### src/hdl/vpt_pkg.sv
`timescale 1ns / 1ps

package vpt_pkg;

	localparam int CHAR_W   = 21;
	localparam int KIND_W   = 3;
	localparam int STATUS_W = 2;
	localparam int POS_W    = 16;

	localparam int          MAX_NEST_DEF   = 255;
	localparam longint      MAX_LENGTH_DEF = 65535;

	// Output queue: deep enough to take two results while two more still wait.
	localparam int QDEPTH = 4;
	localparam int QPTR_W = $clog2(QDEPTH);
	localparam int QCNT_W = $clog2(QDEPTH + 1);

	localparam logic [CHAR_W-1:0] CH_OPEN   = CHAR_W'(8'h5B);
	localparam logic [CHAR_W-1:0] CH_CLOSE  = CHAR_W'(8'h5D);
	localparam logic [CHAR_W-1:0] CH_DOT    = CHAR_W'(8'h2E);
	localparam logic [CHAR_W-1:0] CH_QUOTE  = CHAR_W'(8'h22);
	localparam logic [CHAR_W-1:0] CH_BSLASH = CHAR_W'(8'h5C);

	typedef enum logic [KIND_W-1:0] {
		KIND_ROOT_CHAR  = 3'd0,
		KIND_CHILD_CHAR = 3'd1,
		KIND_SUB_CHAR   = 3'd2,
		KIND_ROOT_END   = 3'd3,
		KIND_CHILD_END  = 3'd4,
		KIND_SUB_END    = 3'd5,
		KIND_STATUS     = 3'd6
	} kind_t;

	typedef enum logic [STATUS_W-1:0] {
		ST_OK      = 2'd0,
		ST_NAME    = 2'd1,
		ST_BRACKET = 2'd2
	} status_t;

	typedef enum logic [5:0] {
		M_EXPECT    = 6'b000001,
		M_NAME      = 6'b000010,
		M_SUB       = 6'b000100,
		M_AFTER_SUB = 6'b001000,
		M_DONE      = 6'b010000,
		M_FAILED    = 6'b100000
	} mode_t;

	typedef struct packed {
		kind_t                kind;
		logic [CHAR_W-1:0]    chr;
		status_t              status;
		logic [POS_W-1:0]     pos;
		logic                 last;
	} result_t;

endpackage

### src/hdl/vpt_parser.sv
`timescale 1ns / 1ps

module vpt_parser import vpt_pkg::*; #(
	parameter int     MAX_NEST   = MAX_NEST_DEF,
	parameter longint MAX_LENGTH = MAX_LENGTH_DEF
) (
	input  logic              clk,
	input  logic              arst_n,
	input  logic              accept,
	input  logic [CHAR_W-1:0] char_code,
	input  logic              end_mark,
	output result_t           res0,
	output result_t           res1,
	output logic [1:0]        res_cnt
);

	localparam int NW = $clog2(MAX_NEST + 1);
	localparam int PW = $clog2(MAX_LENGTH + 1);

	mode_t            mode_q, mode_d;
	logic             root_q, root_d;
	logic             lit_q, lit_d;
	logic             bs_q, bs_d;
	logic [NW-1:0]    nest_q, nest_d;
	logic [PW-1:0]    pos_q, pos_d;
	status_t          outcome_q, outcome_d;
	logic [PW-1:0]    err_q, err_d;

	logic [PW-1:0]    pos_inc;
	logic [PW-1:0]    fin_pos_sel;
	logic [POS_W-1:0] fin_pos;
	status_t          fin_status;
	logic             is_delim;
	kind_t            name_char_kind;
	kind_t            name_end_kind;
	result_t          fin_res;

	assign pos_inc  = (pos_q < PW'(MAX_LENGTH)) ? pos_q + PW'(1) : pos_q;
	assign is_delim = (char_code == CH_OPEN) || (char_code == CH_CLOSE) ||
		(char_code == CH_DOT);
	assign name_char_kind = root_q ? KIND_CHILD_CHAR : KIND_ROOT_CHAR;
	assign name_end_kind  = root_q ? KIND_CHILD_END : KIND_ROOT_END;

	// Status and position reported by an end marker, picked from the current mode.
	always_comb begin
		fin_status  = ST_OK;
		fin_pos_sel = '0;
		unique case (mode_q)
			M_EXPECT: begin
				fin_status  = ST_NAME;
				fin_pos_sel = pos_q;
			end
			M_SUB: begin
				fin_status  = ST_BRACKET;
				fin_pos_sel = pos_q;
			end
			M_FAILED: begin
				fin_status  = outcome_q;
				fin_pos_sel = err_q;
			end
			default: ;
		endcase
	end

	// The reported position is clamped to the output field.
	generate
		if (PW > POS_W) begin : g_clamp
			assign fin_pos = (|fin_pos_sel[PW-1:POS_W]) ? '1 : fin_pos_sel[POS_W-1:0];
		end else begin : g_extend
			assign fin_pos = POS_W'(fin_pos_sel);
		end
	endgenerate

	assign fin_res = '{kind: KIND_STATUS, chr: '0, status: fin_status, pos: fin_pos,
		last: 1'b1};

	always_comb begin
		mode_d    = mode_q;
		root_d    = root_q;
		lit_d     = lit_q;
		bs_d      = bs_q;
		nest_d    = nest_q;
		pos_d     = pos_q;
		outcome_d = outcome_q;
		err_d     = err_q;
		res0      = '0;
		res1      = '0;
		res_cnt   = 2'd0;
		if (end_mark) begin
			if (mode_q == M_NAME) begin
				res0    = '{kind: name_end_kind, chr: '0, status: ST_OK, pos: '0, last: 1'b0};
				res1    = fin_res;
				res_cnt = 2'd2;
			end else begin
				res0    = fin_res;
				res_cnt = 2'd1;
			end
			// Back to the reset state for the next expression.
			mode_d    = M_EXPECT;
			root_d    = 1'b0;
			lit_d     = 1'b0;
			bs_d      = 1'b0;
			nest_d    = '0;
			pos_d     = '0;
			outcome_d = ST_OK;
			err_d     = '0;
		end else begin
			pos_d = pos_inc;
			unique case (mode_q)
				M_EXPECT: begin
					if (is_delim) begin
						outcome_d = ST_NAME;
						err_d     = pos_inc;
						mode_d    = M_FAILED;
					end else begin
						mode_d  = M_NAME;
						res0    = '{kind: name_char_kind, chr: char_code, status: ST_OK,
							pos: '0, last: 1'b0};
						res_cnt = 2'd1;
					end
				end
				M_NAME: begin
					if (is_delim) begin
						res0    = '{kind: name_end_kind, chr: '0, status: ST_OK, pos: '0,
							last: 1'b0};
						res_cnt = 2'd1;
						root_d  = 1'b1;
						if (char_code == CH_DOT) begin
							mode_d = M_EXPECT;
						end else if (char_code == CH_OPEN) begin
							mode_d = M_SUB;
							lit_d  = 1'b0;
							bs_d   = 1'b0;
							nest_d = '0;
						end else begin
							mode_d = M_DONE;
						end
					end else begin
						res0    = '{kind: name_char_kind, chr: char_code, status: ST_OK,
							pos: '0, last: 1'b0};
						res_cnt = 2'd1;
					end
				end
				M_SUB: begin
					if (!lit_q && char_code == CH_CLOSE && nest_q == '0) begin
						// Unmatched close bracket ends the subscript.
						mode_d  = M_AFTER_SUB;
						res0    = '{kind: KIND_SUB_END, chr: '0, status: ST_OK, pos: '0,
							last: 1'b0};
						res_cnt = 2'd1;
					end else begin
						if (char_code == CH_QUOTE) begin
							if (!lit_q) begin
								lit_d = 1'b1;
							end else if (!bs_q) begin
								lit_d = 1'b0;
							end
						end else if (char_code == CH_OPEN && !lit_q) begin
							if (nest_q < NW'(MAX_NEST)) begin
								nest_d = nest_q + NW'(1);
							end
						end else if (char_code == CH_CLOSE && !lit_q) begin
							nest_d = nest_q - NW'(1);
						end
						bs_d    = (char_code == CH_BSLASH);
						res0    = '{kind: KIND_SUB_CHAR, chr: char_code, status: ST_OK,
							pos: '0, last: 1'b0};
						res_cnt = 2'd1;
					end
				end
				M_AFTER_SUB: begin
					if (char_code == CH_DOT) begin
						mode_d = M_EXPECT;
					end else if (char_code == CH_OPEN) begin
						mode_d = M_SUB;
						lit_d  = 1'b0;
						bs_d   = 1'b0;
						nest_d = '0;
					end else begin
						mode_d = M_DONE;
					end
				end
				default: ;
			endcase
		end
	end

	always_ff @(posedge clk or negedge arst_n) begin
		if (!arst_n) begin
			mode_q    <= M_EXPECT;
			root_q    <= 1'b0;
			lit_q     <= 1'b0;
			bs_q      <= 1'b0;
			nest_q    <= '0;
			pos_q     <= '0;
			outcome_q <= ST_OK;
			err_q     <= '0;
		end else if (accept) begin
			mode_q    <= mode_d;
			root_q    <= root_d;
			lit_q     <= lit_d;
			bs_q      <= bs_d;
			nest_q    <= nest_d;
			pos_q     <= pos_d;
			outcome_q <= outcome_d;
			err_q     <= err_d;
		end
	end

endmodule

### src/hdl/vpt_out_queue.sv
`timescale 1ns / 1ps

module vpt_out_queue import vpt_pkg::*; (
	input  logic       clk,
	input  logic       arst_n,
	input  logic       push,
	input  logic [1:0] push_cnt,
	input  result_t    push0,
	input  result_t    push1,
	output logic       room,
	output logic       valid,
	input  logic       pop,
	output result_t    head
);

	result_t            mem [QDEPTH];
	logic [QPTR_W-1:0]  wp_q;
	logic [QPTR_W-1:0]  rp_q;
	logic [QCNT_W-1:0]  cnt_q;
	logic [QCNT_W-1:0]  add;
	logic               take;

	// Room for the largest burst one item can cause.
	assign room  = (cnt_q <= QCNT_W'(QDEPTH - 2));
	assign valid = (cnt_q != '0);
	assign take  = pop && valid;
	assign add   = push ? QCNT_W'(push_cnt) : '0;
	assign head  = mem[rp_q];

	always_ff @(posedge clk) begin
		if (push && push_cnt != 2'd0) begin
			mem[wp_q] <= push0;
		end
		if (push && push_cnt == 2'd2) begin
			mem[wp_q + QPTR_W'(1)] <= push1;
		end
	end

	always_ff @(posedge clk or negedge arst_n) begin
		if (!arst_n) begin
			wp_q  <= '0;
			rp_q  <= '0;
			cnt_q <= '0;
		end else begin
			wp_q  <= wp_q + QPTR_W'(add);
			rp_q  <= rp_q + QPTR_W'(take);
			cnt_q <= cnt_q + add - QCNT_W'(take);
		end
	end

endmodule

### src/hdl/variable_path_tokenizer_core.sv
`timescale 1ns / 1ps

// Variable path tokenizer. One character of a path such as name.child[expr].x
// enters per word on the slave stream, and tlast on a word marks the end of the
// expression (its data is then ignored). Every word is handled in the cycle it
// is accepted: the parser state is a handful of flags and counters updated by a
// single layer of logic, and the events it produces are written straight into a
// four-entry output queue. A character word causes at most one event; an end
// word causes the final status event, preceded by a name-end event when the
// expression ended inside a name. s_tready drops only while the queue holds
// more than two events. With the master side always ready the block takes one
// word per cycle as long as events do not outnumber words; each end word that
// closes a name adds an extra event, and once such extra events have filled the
// queue past two, s_tready drops for a cycle while the master side catches up.
// Accepted words' events are registered into the queue, behind any still waiting.
// After an end word the parser is back in its reset state, ready for the next
// path. The master tlast is set on the final status event only; the nesting
// depth saturates at MAX_NEST and the character count at MAX_LENGTH.
module variable_path_tokenizer_core import vpt_pkg::*; #(
	parameter int     MAX_NEST   = MAX_NEST_DEF,
	parameter longint MAX_LENGTH = MAX_LENGTH_DEF
) (
	input  logic        clk,
	input  logic        arst_n,
	input  logic        s_tvalid,
	output logic        s_tready,
	input  logic [23:0] s_tdata,    // [20:0] char_code, [23:21] zero
	input  logic        s_tlast,    // end_mark
	output logic        m_tvalid,
	input  logic        m_tready,
	output logic [39:0] m_tdata,    // [20:0] event_char, [22:21] parse_status,
	                                // [38:23] error_position, [39] zero
	output logic [2:0]  m_tuser,    // [2:0] event_kind
	output logic        m_tlast     // is_last
);

	logic       accept;
	result_t    res0;
	result_t    res1;
	logic [1:0] res_cnt;
	logic       q_room;
	result_t    head;

	assign s_tready = q_room;
	assign accept   = s_tvalid && s_tready;

	vpt_parser #(
		.MAX_NEST   (MAX_NEST),
		.MAX_LENGTH (MAX_LENGTH)
	) u_parser (
		.clk       (clk),
		.arst_n    (arst_n),
		.accept    (accept),
		.char_code (s_tdata[CHAR_W-1:0]),
		.end_mark  (s_tlast),
		.res0      (res0),
		.res1      (res1),
		.res_cnt   (res_cnt)
	);

	vpt_out_queue u_queue (
		.clk      (clk),
		.arst_n   (arst_n),
		.push     (accept),
		.push_cnt (res_cnt),
		.push0    (res0),
		.push1    (res1),
		.room     (q_room),
		.valid    (m_tvalid),
		.pop      (m_tready),
		.head     (head)
	);

	// Event words are packed from the low end: character, status, position.
	assign m_tdata = {1'b0, head.pos, head.status, head.chr};
	assign m_tuser = head.kind;
	assign m_tlast = head.last;

endmodule

### config.mk
export PLATFORM = sky130hd
export DESIGN_NAME = variable_path_tokenizer_core
export DESIGN_NICKNAME = d
export VERILOG_FILES = /design/src/hdl/vpt_pkg.sv /design/src/hdl/vpt_parser.sv /design/src/hdl/vpt_out_queue.sv /design/src/hdl/variable_path_tokenizer_core.sv
export SDC_FILE = /design/constraint.sdc
export NUM_CORES = 1
export LEC_CHECK = 0
export ABC_CLOCK_PERIOD_IN_PS = 3050
export BUFFER_PORTS_ARGS = -buffer_cell sky130_fd_sc_hd__buf_2
export CAP_MARGIN = 5
export CORE_ASPECT_RATIO = 0.8
export CORE_UTILIZATION = 55
export DETAILED_ROUTE_END_ITERATION = 8
export PLACE_DENSITY = 0.76
export SYNTH_ARGS = -nofsm -noshare
export SYNTH_HDL_FRONTEND = slang
export SYNTH_SLANG_ARGS = --single-unit
### constraint.sdc
create_clock -name clk -period 3.05 [get_ports clk]
set_input_delay 0.305 -clock clk [delete_from_list [all_inputs] [get_ports clk]]
set_output_delay 0.305 -clock clk [all_outputs]
set_load 0.005 [all_outputs]
Yosys cells after proc, flatten, opt, wreduce, memory -nomap -nowiden
Memories as Yosys holds them, arrays and structs flattened.
Index checks and enable logic that the tools add are counted.
{"block": "classes", "add_sub_neg": 8, "order_cmp": 3, "n_eq_ne": 18, "muxes": 64, "reduce_logical": 26}
{"operator": "$mux W43", "count": 7}
{"operator": "$pmux W43 S3", "count": 1}
{"operator": "$mux W16", "count": 5}
{"operator": "$mux W8", "count": 9}
{"operator": "$eq A21 B7 Y1 const B", "count": 3}
{"operator": "$eq A21 B6 Y1 const B", "count": 2}
{"operator": "$pmux W16 S2", "count": 1}
{"operator": "$mux W6", "count": 5}
{"operator": "$pmux W6 S4", "count": 1}
{"operator": "$pmux W8 S3", "count": 1}
{"operator": "$mux W1", "count": 22}
{"operator": "$add A16 B1 Y16 const B", "count": 1}
{"operator": "$lt A16 B16 Y1 const B", "count": 1}
{"operator": "$mux W2", "count": 6}
{"operator": "$ne A3 B2 Y1 const B", "count": 3}
{"operator": "$add A8 B1 Y8 const B", "count": 1}
{"operator": "$logic_not A8 Y1", "count": 1}
{"operator": "$lt A8 B8 Y1 const B", "count": 1}
{"operator": "$reduce_and A4 Y1", "count": 2}
{"operator": "$reduce_bool A2 Y1", "count": 4}
{"operator": "$sub A8 B1 Y8 const B", "count": 1}
{"operator": "$logic_and A1 B1 Y1", "count": 7}
{"operator": "$reduce_and A7 Y1", "count": 1}
{"operator": "$eq A6 B1 Y1 const B", "count": 1}
{"operator": "other kinds (27)", "count": 32}
{"block": "totals", "register_bits": 58, "ram_bits": 172, "in_bits": 29, "out_inout_bits": 46, "wordCells": 131, "mem_count": 1}
{"memory": "u_queue.mem", "depth": 4, "width": 43, "rd": 1, "rd_clocked_by_memory_dff": 0, "write_ports": 2, "line": "vpt_out_queue.sv:16", "rtl": "result_t mem [QDEPTH];"}

Longest topological paths before layout
{"block": "logic_depth", "word_depth": 10, "depth_mapped": 13, "depth_no_buf": 13}

Cells and area by module
Synthesis repeated with hierarchy kept, for this count alone.
{"block": "unflattened", "hier_cells": 943, "hier_area_um2": 12709.7}
{"mod": "vpt_out_queue", "n_inst": 1, "cells_each": 462, "area_per_inst_um2": 8792.2, "seq_area_each_um2": 5340.1}
{"mod": "vpt_parser", "n_inst": 1, "cells_each": 478, "area_per_inst_um2": 3900.0, "seq_area_each_um2": 1252.5}
{"mod": "variable_path_tokenizer_core", "n_inst": 1, "cells_each": 3, "area_per_inst_um2": 17.5, "seq_area_each_um2": 0.0}

Least setup slack after synthesis
OpenSTA, ideal clock, no wires.
{"block": "synth_timing", "kind": "reg2reg", "from": "reg u_parser.mode_q[1]", "to": "mem u_queue.mem[3][0] (netlist name) (enable)", "setup_ns": 0.378, "arrival_time_ns": 2.560, "required_ns": 2.672, "path_slack_ns": 0.112, "stages_incl_launch_ff": 9, "n_path_buf": 3, "period_less_slack_ns": 2.938, "cell_sequence": "dfrtp_1 -> or4_4 -> or2_2 -> buf_6 -> nand3b_1 -> o21ai_1 -> clkbuf_1 -> clkbuf_1 -> nand2_1"}
{"element": "start: declaration", "line": "vpt_parser.sv:20", "rtl": "mode_t mode_q, mode_d;"}
{"element": "start signal: assignment", "line": "vpt_parser.sv:199", "rtl": "mode_q <= mode_d;"}
{"element": "end: declaration", "line": "vpt_out_queue.sv:16"}

Worst setup path in the final report
{"block": "layout_timing", "from": "reg u_parser.mode_q[1]", "to": "reg u_queue.cnt_q[2]"}
{"block": "layout_via", "elab_chain_cells": 7, "elab_cells_between_ends": 10, "classes_between": "add/sub: 2; eq/ne: 3; mux: 4; reduce/logical: 1"}
{"element": "$eq A6 B3 Y1 / $eq A6 B2 Y1 (equally long branches)", "line": "vpt_parser.sv:109, vpt_parser.sv:90"}
{"element": "$reduce_or A2 Y1 (no line)"}
{"element": "$pmux W2 S2", "line": "vpt_parser.sv:109", "rtl": "unique case (mode_q)"}
{"element": "$mux W2 *", "line": "vpt_parser.sv:89", "rtl": "if (end_mark) begin"}
{"element": "$mux W2 *", "line": "vpt_out_queue.sv:27", "rtl": "assign add = push ? QCNT_W'(push_cnt) : '0;"}
{"element": "$add A3 B3 Y3 *", "line": "vpt_out_queue.sv:47", "rtl": "cnt_q <= cnt_q + add - QCNT_W'(take);"}
{"element": "$sub A3 B1 Y3 *", "line": "vpt_out_queue.sv:47"}
{"element": "end signal: assignment", "line": "vpt_out_queue.sv:47"}
{"element": "end: declaration", "line": "vpt_out_queue.sv:19", "rtl": "logic [QCNT_W-1:0] cnt_q;"}
Mark *: on every way between the ends. The rest lies on a longest branch, timed or not.
A chain may end at the register's enable or synchronous reset.

==> metrics <==
number of distinct standard cells referenced by the synthesized netlist=73; number of global-route vias before repair=slightly below 8k; HPWL Detailed=17240 um; total standard cell area after synthesis=around 11000 um2; Slew Viols, Final=0; Routed wire per std cell=18.55 um; minimum clock period=2.863 ns; number of cells on the worst hold path=3; xor and xnor fraction of the mapped netlist area=between 1.5 and 2%; total routing usage reported by global routing=25.53%; number of hold-slack violations in the final timing report=0; Layout fillers=1495; area added between synthesis and finish=15.25%; crit path buf inv count=1; 1st-iter DRT viols=748; share of synthesized area spent on multiplexers=between 10 and 15%; Placer Congestion=0.8273; Post-Place Cells=about 1.3k; count of warnings emitted by yosys=0; initial antenna violation count=0; relative slew slack=45.17%; num ports=75; worst-path fanout max=10; die area=20690 um2; async set or reset register ratio after synthesis=24.89%; maximum operating frequency=0.3493 GHz; stages on the worst setup path=9; outcome=completed; via-per-instance ratio=5.899; Tcrit/Tclk final=93.87%; floorplan row count=46; overflow left after global routing=0; via count of the routed design=just over 8k; largest family of logic cells by synthesized area=simple AND/OR/NAND/NOR gates; Final TNS setup=0 ns; depth of the CTS H-tree=1; initial cell density of the core=56.03%; Power Total=10.58 mW; Max rail drop VDD=0.4093 mV; Max Cap Viol=0; largest net degree at the start of global routing=43; adder-cell area share of the yosys netlist=2.059%; area of the core=19740 um2; Sink Count=229; leak pwr=around 5.3 nW; drt first pass iters=5; Post-synth EDFFs=84; Die H=around 130 um; Worst path max stage delay=0.57 ns; Port-buffer cells=70; CTS tree=yes; setup clock skew after layout=0.01340 ns; library cell contributing the largest single delay on the critical path=sky130_fd_sc_hd__or4_4; number of routed nets with antenna violations=0; type of element launching the critical path=register; diodes inserted=0; Pwr Density=between 800 and 900 nW/um2; clock slew at reported path FFs=0.06 ns; maximum clock insertion buffer count=3; path category of the worst min-delay check=input pin to register; list of cells traversed by the critical path=or4_4, or2_2, nand3b_1, o211a_1, ha_1, inv_1, fa_1, xor2_1, xnor2_1; Post-Syn Nets=1077; kind of cell with the highest combined delay on the critical path=simple AND/OR/NAND/NOR gates; Avg Inst Size Synth=10.73 um2; Reg2Reg Depth=9; proportion of synthesized chip area in sequential cells=between 50% and 60%; required time at the worst-slack endpoint=3.47 ns; floorplan die width=around 160 um; Tightest Pin Transition=0.8225 ns; Compound-Gate Fraction of Synth Area=between 8 and 9%; endpoint class of the critical path=register; first-pass GRT wire length=approximately 42000 um; predominant post-synthesis flop cell=sky130_fd_sc_hd__dfxtp_1; filler-free cell count of the finished design=1392; final-report setup violation count=0; fraction of layout instances using a drive strength above 1=21.37%; root cell of the clock tree=sky130_fd_sc_hd__clkbuf_16; Final nets=1156; data arrival time at the worst-slack endpoint=between 3 and 4 ns; Mapped Cells=slightly above 1k; simple-gate portion of the synthesized area=17.19%; clock latency on the worst-skew pair=0.53 ns; Setup CP Type=register to register; TritonCTS buffer count=24; synthesized flop and latch total=~230; DRT Wirelength=25820 um; DRC violation count after routing=0
-- stage by stage --
stage          setup WS [ns]  util [%]  hold slack [ns]  area, um2
2_1_floorplan         0.1118         -         0.009409      11060
3_3_place_gp         -0.1997     60.38           0.2614      11920
3_5_place_dp         -0.2851     60.38           0.2635      11920
4_1_cts               0.1868     64.46          0.03471      12720
5_1_grt             -0.04038     64.57          0.05591      12750
6_report              0.1869     64.57          0.04827      12750
-- state kept, by name (all words and copies together) (netlist names), 2 cells and up --
name and cells:
u_parser.pos_q 16, u_parser.nest_q 8, u_parser.err_q 16, u_queue.mem 172, u_parser.mode_q 6, u_queue.cnt_q 3
u_queue.wp_q 2, u_queue.rp_q 2
-- final cells by class --
| cell class | instances | area [um2] | share of cell area (%) |
|---|---|---|---|
| Clock buffer | 27 | 653.1 | 5.124 |
| Clock inverter | 17 | 141.4 | 1.109 |
| Inverter | 21 | 78.83 | 0.6184 |
| Multi-Input combinational cell | 714 | 5039 | 39.53 |
| Sequential cell | 229 | 5714 | 44.83 |
| Tap cell | 264 | 330.3 | 2.591 |
| Timing Repair Buffer | 120 | 790.8 | 6.203 |
-- tightest hold or removal path: stages --
cell and delay [ns]:
sky130_fd_sc_hd__buf_2 0.11, sky130_fd_sc_hd__nand2_1 0.05, sky130_fd_sc_hd__o21ai_0 0.06
-- layer usage --
metal	GRT usage (%)	wire (um)
met1	37.54	11840
met2	40.06	11920
met3	3.514	1563
met4	6.611	491
met5	0	0
-- cell usage in the layout, fill, tap and decap left out, drive strengths merged, types with 3 or more instances in the layout --
| master | count |
|---|---|
| nor3 | 16 |
| nor4 | 9 |
| xnor2 | 15 |
| nand4 | 8 |
| and4 | 3 |
| and2 | 18 |
| nor2 | 152 |
| nand3b | 4 |
| edfxtp | 84 |
| and3 | 4 |
| nand2b | 5 |
| inv | 23 |
| nand2 | 88 |
| dfxtp | 88 |
| mux2i | 64 |
| a31o | 3 |
| ha | 15 |
| or2 | 8 |
| nand3 | 62 |
| a22o | 3 |
| clkbuf | 27 |
| o31ai | 3 |
| or3 | 4 |
| mux4 | 43 |
| o211ai | 4 |
| a22oi | 17 |
| nor2b | 8 |
| a21oi | 20 |
| clkinv | 13 |
| dfrtp | 56 |
| o21ai | 96 |
| mux2 | 4 |
| buf | 119 |
| xor2 | 10 |
-- synthesized netlist by cell type, drive strengths merged, types with 18 or more instances --
| cell | number | area [um2] |
|---|---|---|
| mux2i | 64 | 640.6 |
| dfrtp | 56 | 1401 |
| mux4 | 43 | 968.4 |
| and2 | 18 | 116.4 |
| nand3 | 62 | 310.3 |
| dfxtp | 88 | 1762 |
| inv | 21 | 78.83 |
| nand2 | 88 | 330.3 |
| nor2 | 152 | 573.1 |
| clkbuf | 47 | 176.4 |
| buf | 20 | 102.6 |
| a21oi | 20 | 103.9 |
| o21ai | 96 | 480.5 |
| edfxtp | 84 | 2522 |
-- what timing repair did --
item,in CTS,in global routing
setup buffers,0,2
hold endpoints to repair,16,0
gates resized for setup,0,1
setup endpoints to repair,0,1
hold buffers,1,0
-- logic make-up (layout without fill, tap and decap cells) --
family	after synthesis	in the layout
buffers and inverters	88	185
adders and majority gates	17	17
muxes	111	111
xor gates and xnor gates	25	25
other	1	1
DFF	229	229
AOI/OAI and AO/OA	164	164
and+or+nand+nor	396	396
-- worst paths after layout --
check / from / to / slack [ns]
hold / removal: s_tdata[13] / u_queue.mem[3][32] / 0.05
min in group asynchronous: arst_n / u_parser.pos_q[2] / 0.25
max in group asynchronous: arst_n / u_parser.mode_q[0] / 2.12
hold reg to reg: u_queue.mem[1][40] / u_queue.mem[1][40] / 0.46
setup / recovery: u_parser.mode_q[1] / u_queue.cnt_q[2] / 0.19
setup reg to reg: u_parser.mode_q[1] / u_queue.cnt_q[2] / 0.19
-- power breakdown --
part           leakage (nW)  internal [mW]  switching [mW]
combinational          2.61           1.54            1.75
clock                 0.399           1.71            1.23
sequential             2.27           3.85           0.500
Power figures use the tool's default switching activity.
